===== config.mk =====
export PLATFORM = sky130hd
export DESIGN_NAME = rbma_ram
export DESIGN_NICKNAME = d
export VERILOG_FILES = /design/src/rbma_ram.sv
export SDC_FILE = /design/constraint.sdc
export NUM_CORES = 1
export LEC_CHECK = 0
export ABC_AREA = 1
export ABC_CLOCK_PERIOD_IN_PS = 2400
export BUFFER_PORTS_ARGS = -buffer_cell sky130_fd_sc_hd__buf_2
export CAP_MARGIN = 20
export CORE_ASPECT_RATIO = 0.6
export CORE_MARGIN = 4
export CORE_UTILIZATION = 40
export CTS_CLUSTER_DIAMETER = 150
export DETAILED_ROUTE_END_ITERATION = 10
export MAX_ROUTING_LAYER = met4
export PLACE_DENSITY_LB_ADDON = 0.15
export SYNTH_ARGS = -nofsm -noshare
export SYNTH_HDL_FRONTEND = slang
export SYNTH_SLANG_ARGS = --single-unit

===== constraint.sdc =====
create_clock -name clk -period 2.4 [get_ports clk]
set_input_delay 0.12 -clock clk [delete_from_list [all_inputs] [get_ports clk]]
set_output_delay 0.12 -clock clk [all_outputs]
set_load 0.05 [all_outputs]

===== src/rbma_ram.sv =====
`default_nettype none
// ----------------------------------------------------------------------------
// rbma_ram
// Generic single-port-write, single-port-read RAM with registered read data.
// ----------------------------------------------------------------------------
module rbma_ram #(
    parameter int WIDTH = 32,
    parameter int DEPTH = 16,
    parameter int AW    = (DEPTH > 1) ? $clog2(DEPTH) : 1
) (
    input  wire logic             clk,
    input  wire logic             we,
    input  wire logic [AW-1:0]    waddr,
    input  wire logic [WIDTH-1:0] wdata,
    input  wire logic [AW-1:0]    raddr,
    output logic      [WIDTH-1:0] rdata
);

    logic [WIDTH-1:0] mem [DEPTH];

    always_ff @(posedge clk)
    begin
        if (we)
        begin
            mem[waddr] <= wdata;
        end
        rdata <= mem[raddr];
    end

endmodule
`default_nettype wire


==> impl.org <==
** Outcome
- The run finished with clean final reports.

** Placement
- Dpl hpwl :: 30.1 mm
- Weighted congestion at the end of routability-driven global placement :: 0.743
- Worst Setup Slack post-DPL :: 732 ps
- The count of buffers added on input and output ports is 73.

** Setup path
- CP arrival :: 1300 ps
- The critical path goes through buf_2.
- Flop-to-flop setup slack :: 1320 ps
- Worst reg2reg startpoint :: mem[3][20]
- STA classifies the critical path startpoint as a register.
- Counting cells, the worst reg-to-reg path comes to 6.
- Kind of end point of the critical path :: output pin
- The critical path is of the register to output pin type.
- For this run, the slowest stage of the critical path takes 420 ps.
- The largest individual stage delay along the critical path comes from the cell dfxtp_1.
- On the critical path the largest part of the delay comes from flip-flops.
- RR Endpoint :: rdata[20]
- Data on the critical path is required at its endpoint by 2280 ps.
- Counting both buffers and inverters, the worst setup path holds a total of 1.
- In this run the worst path has a maximum fanout of 1.

** Route
- Remaining number of nets flagged by the antenna check after routing :: 0
- After detailed routing, the number of remaining DRC violations is 0.
- Routed wire length per instance :: 19.1 µm
- Total number of vias :: 14.5k
- Total detailed-routing wirelength :: 57.6 mm
- Vias per cell :: 4.79
- The pre-antenna-repair detailed-routing pass consisted of 5 iterations.
- Detailed Route Iter0 Violations :: 1241

** Floorplanning
- Initial core utilization :: 40.6%
- The die covers 0.0608 mm².
- The die is 193 µm tall.
- Core ar. :: 0.0560 mm²
- During I/O placement, the number of pins put on the boundary was 74.
- Row generation in the floorplan step produced 67 rows.
- In this run the horizontal extent of the chip is 316 µm.

** Logic synthesis
- After synthesis, the mean cell area works out to 10.7 µm².
- Synthesized netlist net count :: 2162
- Adder-cell share of the synthesized area :: 0%
- The synthesized netlist devotes 0% of its cell area to compound gates.
- Synth Area in XOR/XNOR :: 0%
- The synthesized netlist occupies a cell area of 0.0227 mm².
- Of the synthesized area, sequential elements account for 70.5%.
- In this run, synthesis produced a sequential element count of 544.
- Fraction of synthesized cell area taken by the top area cell type :: 67.6%
- After synthesis, the largest family of logic cells by area is simple AND/OR/NAND/NOR gates.
- Top post-synthesis cells by area :: edfxtp_1 68%, nand2_1 11%, nand3_1 8.5%
- After Yosys synthesis, and, or, nand and nor cells account for 20.0% of the synthesized area.
- Distinct cell type count after synthesis :: 15
- Yosys top cell by area :: edfxtp_1
- Gate count after technology mapping :: 2120
- In the synthesized netlist, mux cells make up 0% of the area.
- During synthesis, Yosys emitted a total of 0 warnings.

** Timing
- Share of the clock period used by the worst path after layout :: 59.1%
- Final WS setup :: 983 ps
- Setup violations remaining at the end of the flow were counted as 0.
- Setup repair after global routing left no endpoint under its margin.
- The number of pins with negative max-slew slack in the final report came to 0.
- Hold_ws :: 134 ps
- Final Hold Violating Endpoints :: 0
- Measured against its own limit, the worst slew margin works out to 27.8%.
- Fmax achieved :: 0.706 GHz
- Post-layout min period :: 1420 ps
- Setup TNS :: 0 ps
- For the pin with the worst max-slew slack, the measured transition is 1080 ps.
- Setup Skew :: 10.6 ps

** CTS
- Number of buffers inserted during clock tree synthesis :: 51
- The H-tree was split into 2 levels.
- TritonCTS built the clock tree.
- Number of buffers between clock root and the deepest sink :: 3
- The cell sitting at the root of the clock tree is a clkbuf_16.
- After clock tree synthesis, the clock-pin slew on the worst setup and hold paths is 60 ps.
- Number of clock sinks :: 544
- Clock insertion delay at the later pin of the skew report :: 570 ps

** Final layout
- Counting the fill cells in the layout gives 5259.
- Total number of nets in the final design :: 2263
- Relative to the synthesized area, the layout overhead comes to 14.6%.
- 0 antenna diodes ended up in the layout.
- Fraction of layout instances using a drive strength above 1 :: 9.33%

** Power and ir drop
- Worst vdd ir :: 0.674 mV
- Total power for the finished layout comes to 0.0202 W.
- Leakage Power :: 11.0 nW
- Dividing total power by cell area gives a power density of 776 mW/mm².

** GRT
- Total global routing track utilization :: 19.6%
- Via count of the first global-routing pass :: 13.8k
- Wire length of the first global-routing pass :: 87.5 mm
- After global routing the overflow that remains totals 0.
- Maximum number of pins on one net before global-route repair :: 145
- Number of antenna violations at the first check in global routing :: 0

** Hold path
- The startpoint identified for the worst hold timing path is raddr[0].
- In this run the worst hold path is classified as input pin to register.
- The path with the worst hold slack has its endpoint at rdata[5].
- Counting instances, the worst hold path has a depth of 6.

** Flow run
- Number of maximum-capacitance constraint violations :: 0
registers in the layout (all words and copies together) (netlist names):
name / flops
mem: 512
rdata: 32
worst max path at each step:
stage | start | endpoint | slack [ps] | cells after the start
after detailed placement | waddr[3] | mem[6][21] | 730 | 4
after CTS | rdata[17] | rdata[17] | 960 | 1
after floorplan | waddr[2] | mem[10][0] | 290 | 2
final | rdata[17] | rdata[17] | 980 | 1
after global placement | waddr[3] | mem[15][28] | 760 | 4
after global routing | rdata[17] | rdata[17] | 950 | 1
power by group:
group          internal (W)  switching (W)  total [W]
sequential           0.0106      0.0000642     0.0107
clock               0.00457        0.00347    0.00803
combinational      0.000398        0.00111    0.00150
worst reg2reg max path, cell delays in order, from the launching register on:
cell	delay, ps
edfxtp_1	360
inv_1	60
nand2_1	40
nand3_1	100
nand3_1	170
nand3_1	130
nand2_1	100
cell usage after synthesis (all sizes together):
cell type	instances
dfxtp	32
nand3b	2
inv	390
nand2	677
nor2	17
edfxtp	512
nand3	385
buf	91
clkbuf	14
placed cells by master (no fill, tap or decap):
master,n
edfxtp_1,512
nor2_4,16
inv_1,386
nor2_1,1
dfxtp_1,32
clkinv_1,5
buf_4,31
bufinv_16,3
nand3b_1,2
inv_8,2
dlygate4sd3_1,32
clkinv_2,6
inv_2,2
clkbuf_1,19
buf_2,70
clkbuf_8,7
nand3_1,385
inv_4,1
nand2_1,677
clkinvlp_4,1
buf_12,19
clkbuf_16,53
repair_timing:
action                    in CTS  in global routing
hold endpoints to repair     512                  0
hold buffers                  32                  0
resized for setup              0                  0
setup buffers                  0                  0
routing by layer:
layer	track usage [%]	wire [µm]
met5	-	0
met4	2.99	743
met3	2.68	3060
met2	29.8	25600
met1	28.9	28200
cells by family (layout without fill, tap and decap cells):
family / count (synthesis) / after routing
AND/OR/NAND/NOR: 1081 / 1081
flip-flops: 544 / 544
buffers and inverters: 495 / 637
stage by stage:
stage | utilization [%] | instance area [µm²] | std cells
after global routing | 46.5 | 26000 | 3021
after CTS | 46.5 | 26000 | 3021
after detailed placement | 43.0 | 24100 | 2895
after global placement | 43.0 | 24100 | 2895
final | 46.5 | 26000 | 3021
after floorplan | - | 22700 | 2120
final cells by class:
cell class                      instances  area [µm²]  share of cell area (%)
Inverter                              390        1470                    5.66
Tap cell                              759         950                    3.65
Clock buffer                           78        1480                    5.68
Clock inverter                         16         158                   0.605
Multi-Input combinational cell       1081        4670                    17.9
Sequential cell                       544       16000                    61.5
Timing Repair Buffer                  153        1300                    4.98
No activity file was read; power rests on OpenSTA's default activity.
