===== config.mk =====
export PLATFORM = sky130hd
export DESIGN_NAME = rbma_div
export DESIGN_NICKNAME = d
export VERILOG_FILES = /design/src/rbma_pkg.sv /design/src/rbma_div.sv
export SDC_FILE = /design/constraint.sdc
export NUM_CORES = 1
export LEC_CHECK = 0
export BUFFER_PORTS_ARGS = -buffer_cell sky130_fd_sc_hd__buf_4
export CAP_MARGIN = 10
export CORE_MARGIN = 2
export CORE_UTILIZATION = 25
export CTS_CLUSTER_DIAMETER = 100
export DETAILED_ROUTE_END_ITERATION = 7
export HOLD_SLACK_MARGIN = 0.12
export PLACE_DENSITY = 0.46
export SLEW_MARGIN = 20
export SYNTH_ARGS = -nofsm -noshare
export SYNTH_HDL_FRONTEND = slang
export SYNTH_SLANG_ARGS = --single-unit

===== constraint.sdc =====
create_clock -name clk -period 7.4 [get_ports clk]
set_clock_uncertainty 0.15 [all_clocks]
set_input_delay 0.74 -clock clk [delete_from_list [all_inputs] [get_ports clk]]
set_output_delay 0.74 -clock clk [all_outputs]
set_load 0.01 [all_outputs]

===== src/rbma_pkg.sv =====
`default_nettype none
// ----------------------------------------------------------------------------
// rbma_pkg
// Shared widths, codes, types and defaults for the ring buffer moving
// average block.
// ----------------------------------------------------------------------------
package rbma_pkg;

    localparam int CMD_W     = 1;
    localparam int CH_W      = 3;
    localparam int VAL_W     = 32;
    localparam int AVG_W     = 32;
    localparam int FILL_W    = 5;
    localparam int WL_W      = 5;
    localparam int SUM_W     = 36;
    localparam int S_TDATA_W = 40;
    localparam int M_TDATA_W = 40;

    localparam int DEF_DEPTH    = 16;
    localparam int DEF_CHANNELS = 8;

    localparam logic [WL_W-1:0] WL_RESET = 5'd16;

    localparam int DIV_BITS  = 4;
    localparam int DIV_STEPS = SUM_W / DIV_BITS;
    localparam int DIV_CNT_W = $clog2(DIV_STEPS);

    localparam logic CMD_PUSH  = 1'b0;
    localparam logic CMD_CLEAR = 1'b1;

    localparam logic ST_OK    = 1'b0;
    localparam logic ST_EMPTY = 1'b1;

    typedef enum logic [2:0] {
        S_IDLE,
        S_CTX,
        S_UPD,
        S_DIV,
        S_FIN
    } fsm_state_t;

    typedef struct packed {
        logic [SUM_W-1:0]  sum;
        logic [FILL_W-1:0] head;
        logic [FILL_W-1:0] fill;
    } ctx_t;

endpackage
`default_nettype wire


===== src/rbma_div.sv =====
`default_nettype none
// ----------------------------------------------------------------------------
// rbma_div
// Restoring divider, running sum by fill level, DIV_BITS quotient bits per
// cycle. The quotient is valid on the output in the cycle done is high.
// ----------------------------------------------------------------------------
module rbma_div (
    input  wire logic                       clk,
    input  wire logic                       rst_n,
    input  wire logic                       start,
    input  wire logic [rbma_pkg::SUM_W-1:0]  dividend,
    input  wire logic [rbma_pkg::FILL_W-1:0] divisor,
    output logic                            done,
    output logic      [rbma_pkg::SUM_W-1:0]  quotient
);
    import rbma_pkg::*;

    logic                 busy_reg;
    logic [DIV_CNT_W-1:0] cnt_reg;
    logic [SUM_W-1:0]     acc_reg;
    logic [SUM_W-1:0]     acc_next;
    logic [FILL_W-1:0]    rem_reg;
    logic [FILL_W-1:0]    rem_next;
    logic [FILL_W-1:0]    den_reg;

    always_comb
    begin
        logic [FILL_W:0]    trial;
        logic [SUM_W-1:0]   acc;
        logic [FILL_W-1:0]  rem;
        acc = acc_reg;
        rem = rem_reg;
        for (int k = 0; k < DIV_BITS; k++)
        begin
            trial = {rem, acc[SUM_W-1]};
            if (trial >= {1'b0, den_reg})
            begin
                rem = FILL_W'(trial - {1'b0, den_reg});
                acc = {acc[SUM_W-2:0], 1'b1};
            end
            else
            begin
                rem = trial[FILL_W-1:0];
                acc = {acc[SUM_W-2:0], 1'b0};
            end
        end
        acc_next = acc;
        rem_next = rem;
    end

    assign done     = busy_reg && (cnt_reg == DIV_CNT_W'(DIV_STEPS - 1));
    assign quotient = acc_next;

    always_ff @(posedge clk or negedge rst_n)
    begin
        if (!rst_n)
        begin
            busy_reg <= 1'b0;
            cnt_reg  <= '0;
        end
        else if (start)
        begin
            busy_reg <= 1'b1;
            cnt_reg  <= '0;
        end
        else if (busy_reg)
        begin
            cnt_reg <= cnt_reg + 1'b1;
            if (done)
            begin
                busy_reg <= 1'b0;
            end
        end
    end

    always_ff @(posedge clk)
    begin
        if (start)
        begin
            acc_reg <= dividend;
            rem_reg <= '0;
            den_reg <= divisor;
        end
        else if (busy_reg)
        begin
            acc_reg <= acc_next;
            rem_reg <= rem_next;
        end
    end

endmodule
`default_nettype wire


==> flow_metrics.env, run 1 <==
export IMPL_status="complete, but fails checks"
export IMPL_violations="setup timing"
export IMPL_clk_pin_slew_ns=0.07
export IMPL_drive_gt1_share_pct=53.52
export IMPL_drtPass1Iterations=4
export IMPL_crit_reg2reg_launch="acc_reg[35]$_DFFE_PP_"
export IMPL_avgSynthCellArea_um2=12.02
export IMPL_cts_root_buf="clkbuf_16"
export IMPL_regArea_um2=1456
export IMPL_num_fill_cells=1343
export IMPL_drc_errors=0
export IMPL_hold_viol=0
export IMPL_initial_core_util_pct=25.43
export IMPL_die_h_um=119.6
export IMPL_dp_hpwl_um=5866
export IMPL_crit_path_start_kind="register"
export IMPL_place_congestion=0.8807
export IMPL_finalSetupViolCount=1
export IMPL_synth_common_cells="mux2_2 (42), edfxtp_1 (41), buf_4 (32), ha_1 (22), inv_1 (21)"
export IMPL_synth_seq_cells=51
export IMPL_worstPathArrival_ns=6.52
export IMPL_wire_per_inst_um=14.79
export IMPL_grt_overflow=0
export IMPL_die_area_um2=14300
export IMPL_ant_nets=0
export IMPL_num_rows=42
export IMPL_portBuffers=80
export IMPL_hold_start="rem_reg[3]$_SDFFE_PP0P_"
export IMPL_crit_path_top_delay_cell="fa_2"
export IMPL_grt_start_max_net_pins=57
export IMPL_whs_endpoint="rem_reg[3]$_SDFFE_PP0P_"
export IMPL_initialDrtViolationCount=65
export IMPL_largest_reg_flops=36
export IMPL_grtUsageTotal_pct=11.11
export IMPL_final_nets=424
export IMPL_multi_input_comb_area_um2=1672
export IMPL_r2r_slack_ns=0.29
export IMPL_cp_max_fo=5
export IMPL_syn_num_nets=348
export IMPL_fin_crit_ns=7.414
export IMPL_grt_pass1_wl_um=12320
export IMPL_endpoint_kind="primary output"
export IMPL_synth_edf_count=41
export IMPL_fmax_mhz=134.9
export IMPL_fp_dieW_um=119.6
export IMPL_timing_hold_worst_path_depth=2
export IMPL_crit_type="reg -> out"
export IMPL_max_cap_violations=0
export IMPL_synth_seq_area_share_pct=43.60
export IMPL_via_count=2290
export IMPL_syn2layout_area_growth_pct=32.10
export IMPL_fin_crit_sh_pct=100.2
export IMPL_synth_async_reset_ratio_pct=9.804
export IMPL_viasPerCell=4.313
export IMPL_fp_coreArea_um2=13140
export IMPL_antenna_cells=0
export IMPL_antenna_found_initial=0
export IMPL_synthCells=278
export IMPL_tns_ns=-0.01413
export IMPL_slew_viol_final=0
export IMPL_synth_area_um2=3341
export IMPL_fin_ws_ns=-0.01413
export IMPL_synth_top_area_share_pct=36.85
export IMPL_synth_most_common_cell="mux2_2"
export IMPL_numCtsBuffers=5
export IMPL_clock_latency_ns=0.29
export IMPL_critPathMaxStageDelay_ns=0.40
export IMPL_ys_warn_count=0
export IMPL_relSlewSlack_pct=39.12
export IMPL_grt_pass1_vias=2347
export IMPL_synth_ff_type="edfxtp_1"
export IMPL_r2r_end="rem_reg[1]$_SDFFE_PP0P_"
export IMPL_synth_area_leaders="edfxtp_1 (37%), mux2_2 (14%), ha_1 (8.2%)"
export IMPL_cts_htree_levels=2
export IMPL_cts_sinks=51
export IMPL_cp_required_ns=6.51
export IMPL_ys_types=46
export IMPL_synth_largest_area_cell="edfxtp_1"
export IMPL_io_pins=81
export IMPL_worst_pin_slew_ns=0.9132
export IMPL_clock_path_buffers=2
export IMPL_wirelength_um=7852
export IMPL_r2r_cells=32
export IMPL_rsz0062_at_grt="yes"
export IMPL_cts_tree="built"
export IMPL_hold_path_class="reg -> reg"
## through the flow
stage / area (µm²) / setup slack (ns) / hold WS [ns] / instances / util, %
floorplan: 3364 / 0.01341 / 0.2944 / 278 / -
CTS: 4267 / 0.002066 / 0.3890 / 525 / 32.48
detailed placement: 4020 / -0.05330 / 0.3785 / 509 / 30.60
global route: 4413 / -0.3105 / 0.4130 / 531 / 33.59
global placement: 4020 / 0.05981 / 0.3685 / 509 / 30.60
finish: 4413 / -0.01413 / 0.3814 / 531 / 33.59
## final cells by class
| type | count | area share, % |
|---|---|---|
| clock buffer | 5 | 2.835 |
| inverter | 22 | 1.928 |
| clock inverter | 3 | 0.5103 |
| tap | 176 | 4.990 |
| sequential | 51 | 33.00 |
| multi-input combinational | 165 | 37.88 |
| timing repair buffer | 109 | 18.85 |
## critical path, delay by kind of cell, from the launching register on
family                   cells  cell delay (ns)
buffers and inverters        6             0.62
multiplexers                 4             1.20
AND/OR/NAND/NOR              2             0.38
flip-flops                   1             0.38
adder cells (fa/ha/maj)      5             1.44
AO/OA/AOI/OAI               13             2.18
## how the worst max path moves through the flow
stage,to,start,depth (start not counted)
after global routing,quotient[0],acc_reg[35]$_DFFE_PP_,30
after CTS,quotient[0],acc_reg[35]$_DFFE_PP_,30
after detailed placement,quotient[0],acc_reg[35]$_DFFE_PP_,29
after global placement,quotient[0],acc_reg[35]$_DFFE_PP_,29
final,quotient[0],acc_reg[35]$_DFFE_PP_,30
after floorplan,quotient[0],acc_reg[35]$_DFFE_PP_,29
## repair_timing
| item | in CTS | in global routing |
|---|---|---|
| pin swaps | 7 | 16 |
| setup endpoints to repair | 2 | 6 |
| gates cloned | 0 | 0 |
| hold buffers | 1 | 0 |
| endpoints found under the hold margin | 5 | 0 |
| gates resized for setup | 11 | 19 |
| buffers inserted | 7 | 7 |
## cells in the final DEF, fill, tap and decap left out, types with 2 or more instances in the layout
master	synthesis	final
inv_2	1	3
inv_4	0	2
mux2i_1	6	3
ha_1	22	17
edfxtp_1	41	41
mux2i_2	1	4
nor4b_1	3	3
a21oi_2	1	5
ha_4	0	3
dfrtp_1	5	5
a21o_1	8	8
nor2_1	16	15
nand2_1	5	5
a211oi_1	3	2
a21oi_1	10	5
mux2_4	0	3
buf_6	1	3
nand3b_1	3	3
dfxtp_1	5	5
ha_2	0	2
buf_4	32	105
clkbuf_16	0	5
inv_1	21	18
mux2_2	42	39
fa_2	0	3
xor2_1	6	6
xnor2_1	9	9
nor3_1	2	2
nand3_1	3	3
## logic make-up (layout without fill, tap and decap cells)
group / Yosys count / after routing / synth area share (%)
xor gates and xnor gates: 15 / 15 / 3.933
muxes: 49 / 49 / 16.37
buffers and inverters: 62 / 139 / 10.79
adders and majority gates: 26 / 26 / 10.64
and+or+nand+nor: 40 / 40 / 6.592
DFF: 51 / 51 / 43.60
AOI/OAI and AO/OA: 35 / 35 / 8.090
## metal layers
layer  vias to the layer above  track usage (%)  share of wire, %
met2                        68            17.71                46
met3                         9            3.517               6.4
met5                         -                0                 0
met1                      1089            14.27                45
met4                         0            3.676               1.9
li1                       1124                -                 -
Power of run 1 is left out: the tool's default activity adds up to more than one toggle a clock period on the data nets, which glitch-free logic cannot reach.
==> run 2: changes to the inputs <==
- CORE_ASPECT_RATIO: not set -> 0.9
==> run 2 against run 1 <==
Compared with the run above:
- the flow still finishes with violations (setup timing)
- non-clock buffer count grew 4
- first-iteration DRC count shrank 14%
- die area is essentially flat
==> flow_metrics.env, run 2 (synthesis results as in run 1) <==
export IMPL_hold_worst_slack_ns=0.3787
export IMPL_place_congestion=0.8629
export IMPL_cts_root_buf="clkbuf_16"
export IMPL_hold_viol=0
export IMPL_relSlewSlack_pct=40.16
export IMPL_clock_path_buffers=2
export IMPL_crit_path_start_kind="register"
export IMPL_initial_core_util_pct=25.28
export IMPL_fmax_mhz=134.7
export IMPL_drtPass1Iterations=4
export IMPL_slew_viol_final=0
export IMPL_numCtsBuffers=5
export IMPL_fin_ws_ns=-0.02203
export IMPL_finalSetupViolCount=1
export IMPL_num_rows=40
export IMPL_syn2layout_area_growth_pct=34.19
export IMPL_cts_sinks=51
export IMPL_grt_pass1_vias=2410
export IMPL_status="complete, but fails checks"
export IMPL_dp_hpwl_um=5909
export IMPL_hold_start="rem_reg[3]$_SDFFE_PP0P_"
export IMPL_crit_reg2reg_launch="acc_reg[35]$_DFFE_PP_"
export IMPL_max_cap_violations=0
export IMPL_antenna_cells=0
export IMPL_crit_start="acc_reg[35]$_DFFE_PP_"
export IMPL_via_count=2272
export IMPL_critPathMaxStageDelay_ns=0.39
export IMPL_worstPathArrival_ns=6.53
export IMPL_crit_path_top_delay_cell="fa_2"
export IMPL_die_h_um=113.7
export IMPL_endpoint_kind="primary output"
export IMPL_fp_dieW_um=125.9
export IMPL_hold_path_class="reg -> reg"
export IMPL_drive_gt1_share_pct=54.60
export IMPL_cp_required_ns=6.51
export IMPL_clk_pin_slew_ns=0.07
export IMPL_grt_pass1_wl_um=12760
export IMPL_wirelength_um=8077
export IMPL_largest_reg_flops=36
export IMPL_tns_ns=-0.02203
export IMPL_wire_per_inst_um=15.33
export IMPL_violations="setup timing"
export IMPL_die_area_um2=14300
export IMPL_cts_tree="built"
export IMPL_cp_max_fo=5
export IMPL_fp_coreArea_um2=13210
export IMPL_viasPerCell=4.311
export IMPL_fin_crit_ns=7.422
export IMPL_antenna_found_initial=0
export IMPL_place_inst=510
export IMPL_portBuffers=80
export IMPL_fin_cells=527
export IMPL_worst_pin_slew_ns=0.8976
export IMPL_grtUsageTotal_pct=11.43
export IMPL_rsz0062_at_grt="yes"
export IMPL_initialDrtViolationCount=56
export IMPL_crit_type="reg -> out"
export IMPL_clock_latency_ns=0.29
export IMPL_pre_cts_ws_ns=0.09742
export IMPL_fin_crit_sh_pct=100.3
export IMPL_io_pins=81
export IMPL_final_nets=428
export IMPL_grt_start_max_net_pins=57
export IMPL_cts_htree_levels=2
export IMPL_layout_common_cells="buf_4 (110), edfxtp_1 (41), mux2_2 (39)"
export IMPL_grt_overflow=0
export IMPL_drc_errors=0
export IMPL_ant_nets=0
export IMPL_final_common_cell="buf_4"
run 2: final cells by class:
class / instances / area (µm²)
Clock buffer: 6 / 150.1
Clock inverter: 2 / 13.76
Fill cell: 1337 / 8730
Inverter: 22 / 85.08
Multi-Input combinational cell: 165 / 1709
Sequential cell: 51 / 1456
Tap cell: 168 / 210.2
Timing Repair Buffer: 113 / 858.3
run 2: per-stage QoR:
stage	utilization, %	instance area, µm²
floorplan	-	3364
global placement	30.86	4078
detailed placement	30.86	4078
CTS	32.55	4300
global route	33.93	4483
finish	33.93	4483
run 2: critical path, delay by kind of cell (launching register included):
kind / cells / cell delay [ns]
buf+inv: 6 / 0.62
compound gates: 13 / 2.23
fa+ha+maj: 5 / 1.43
mux: 4 / 1.18
simple gates: 2 / 0.39
flops: 1 / 0.37
run 2: path summary, 6_finish.rpt:
kind,end,slack [ns],cells after the start
max reg2reg,rem_reg[1]$_SDFFE_PP0P_,0.30,32
min reg2reg,rem_reg[3]$_SDFFE_PP0P_,0.38,2
min in group asynchronous,cnt_reg[2]$_DFFE_PN0P_,0.64,2
min,rem_reg[3]$_SDFFE_PP0P_,0.38,2
max,quotient[0],-0.02,30
max in group asynchronous,cnt_reg[0]$_DFFE_PN0P_,6.36,2
run 2: repair_timing:
action / 4_1_cts / 5_1_grt
setup endpoints to repair: 1 / 5
gates resized for setup: 7 / 25
pin swaps: 5 / 17
endpoints found under the hold margin: 5 / 0
hold buffers: 1 / 0
cloned: 0 / 0
setup buffers: 3 / 5
run 2: routing by layer:
layer  GRT usage [%]  wire length, µm  vias up
met1           15.71             4008     1085
met3           2.814              337        4
li1                -                -     1132
met2           18.34             3668       51
met5               0                0        -
met4           2.637               62        0
Power of run 2 is left out for the same reason.
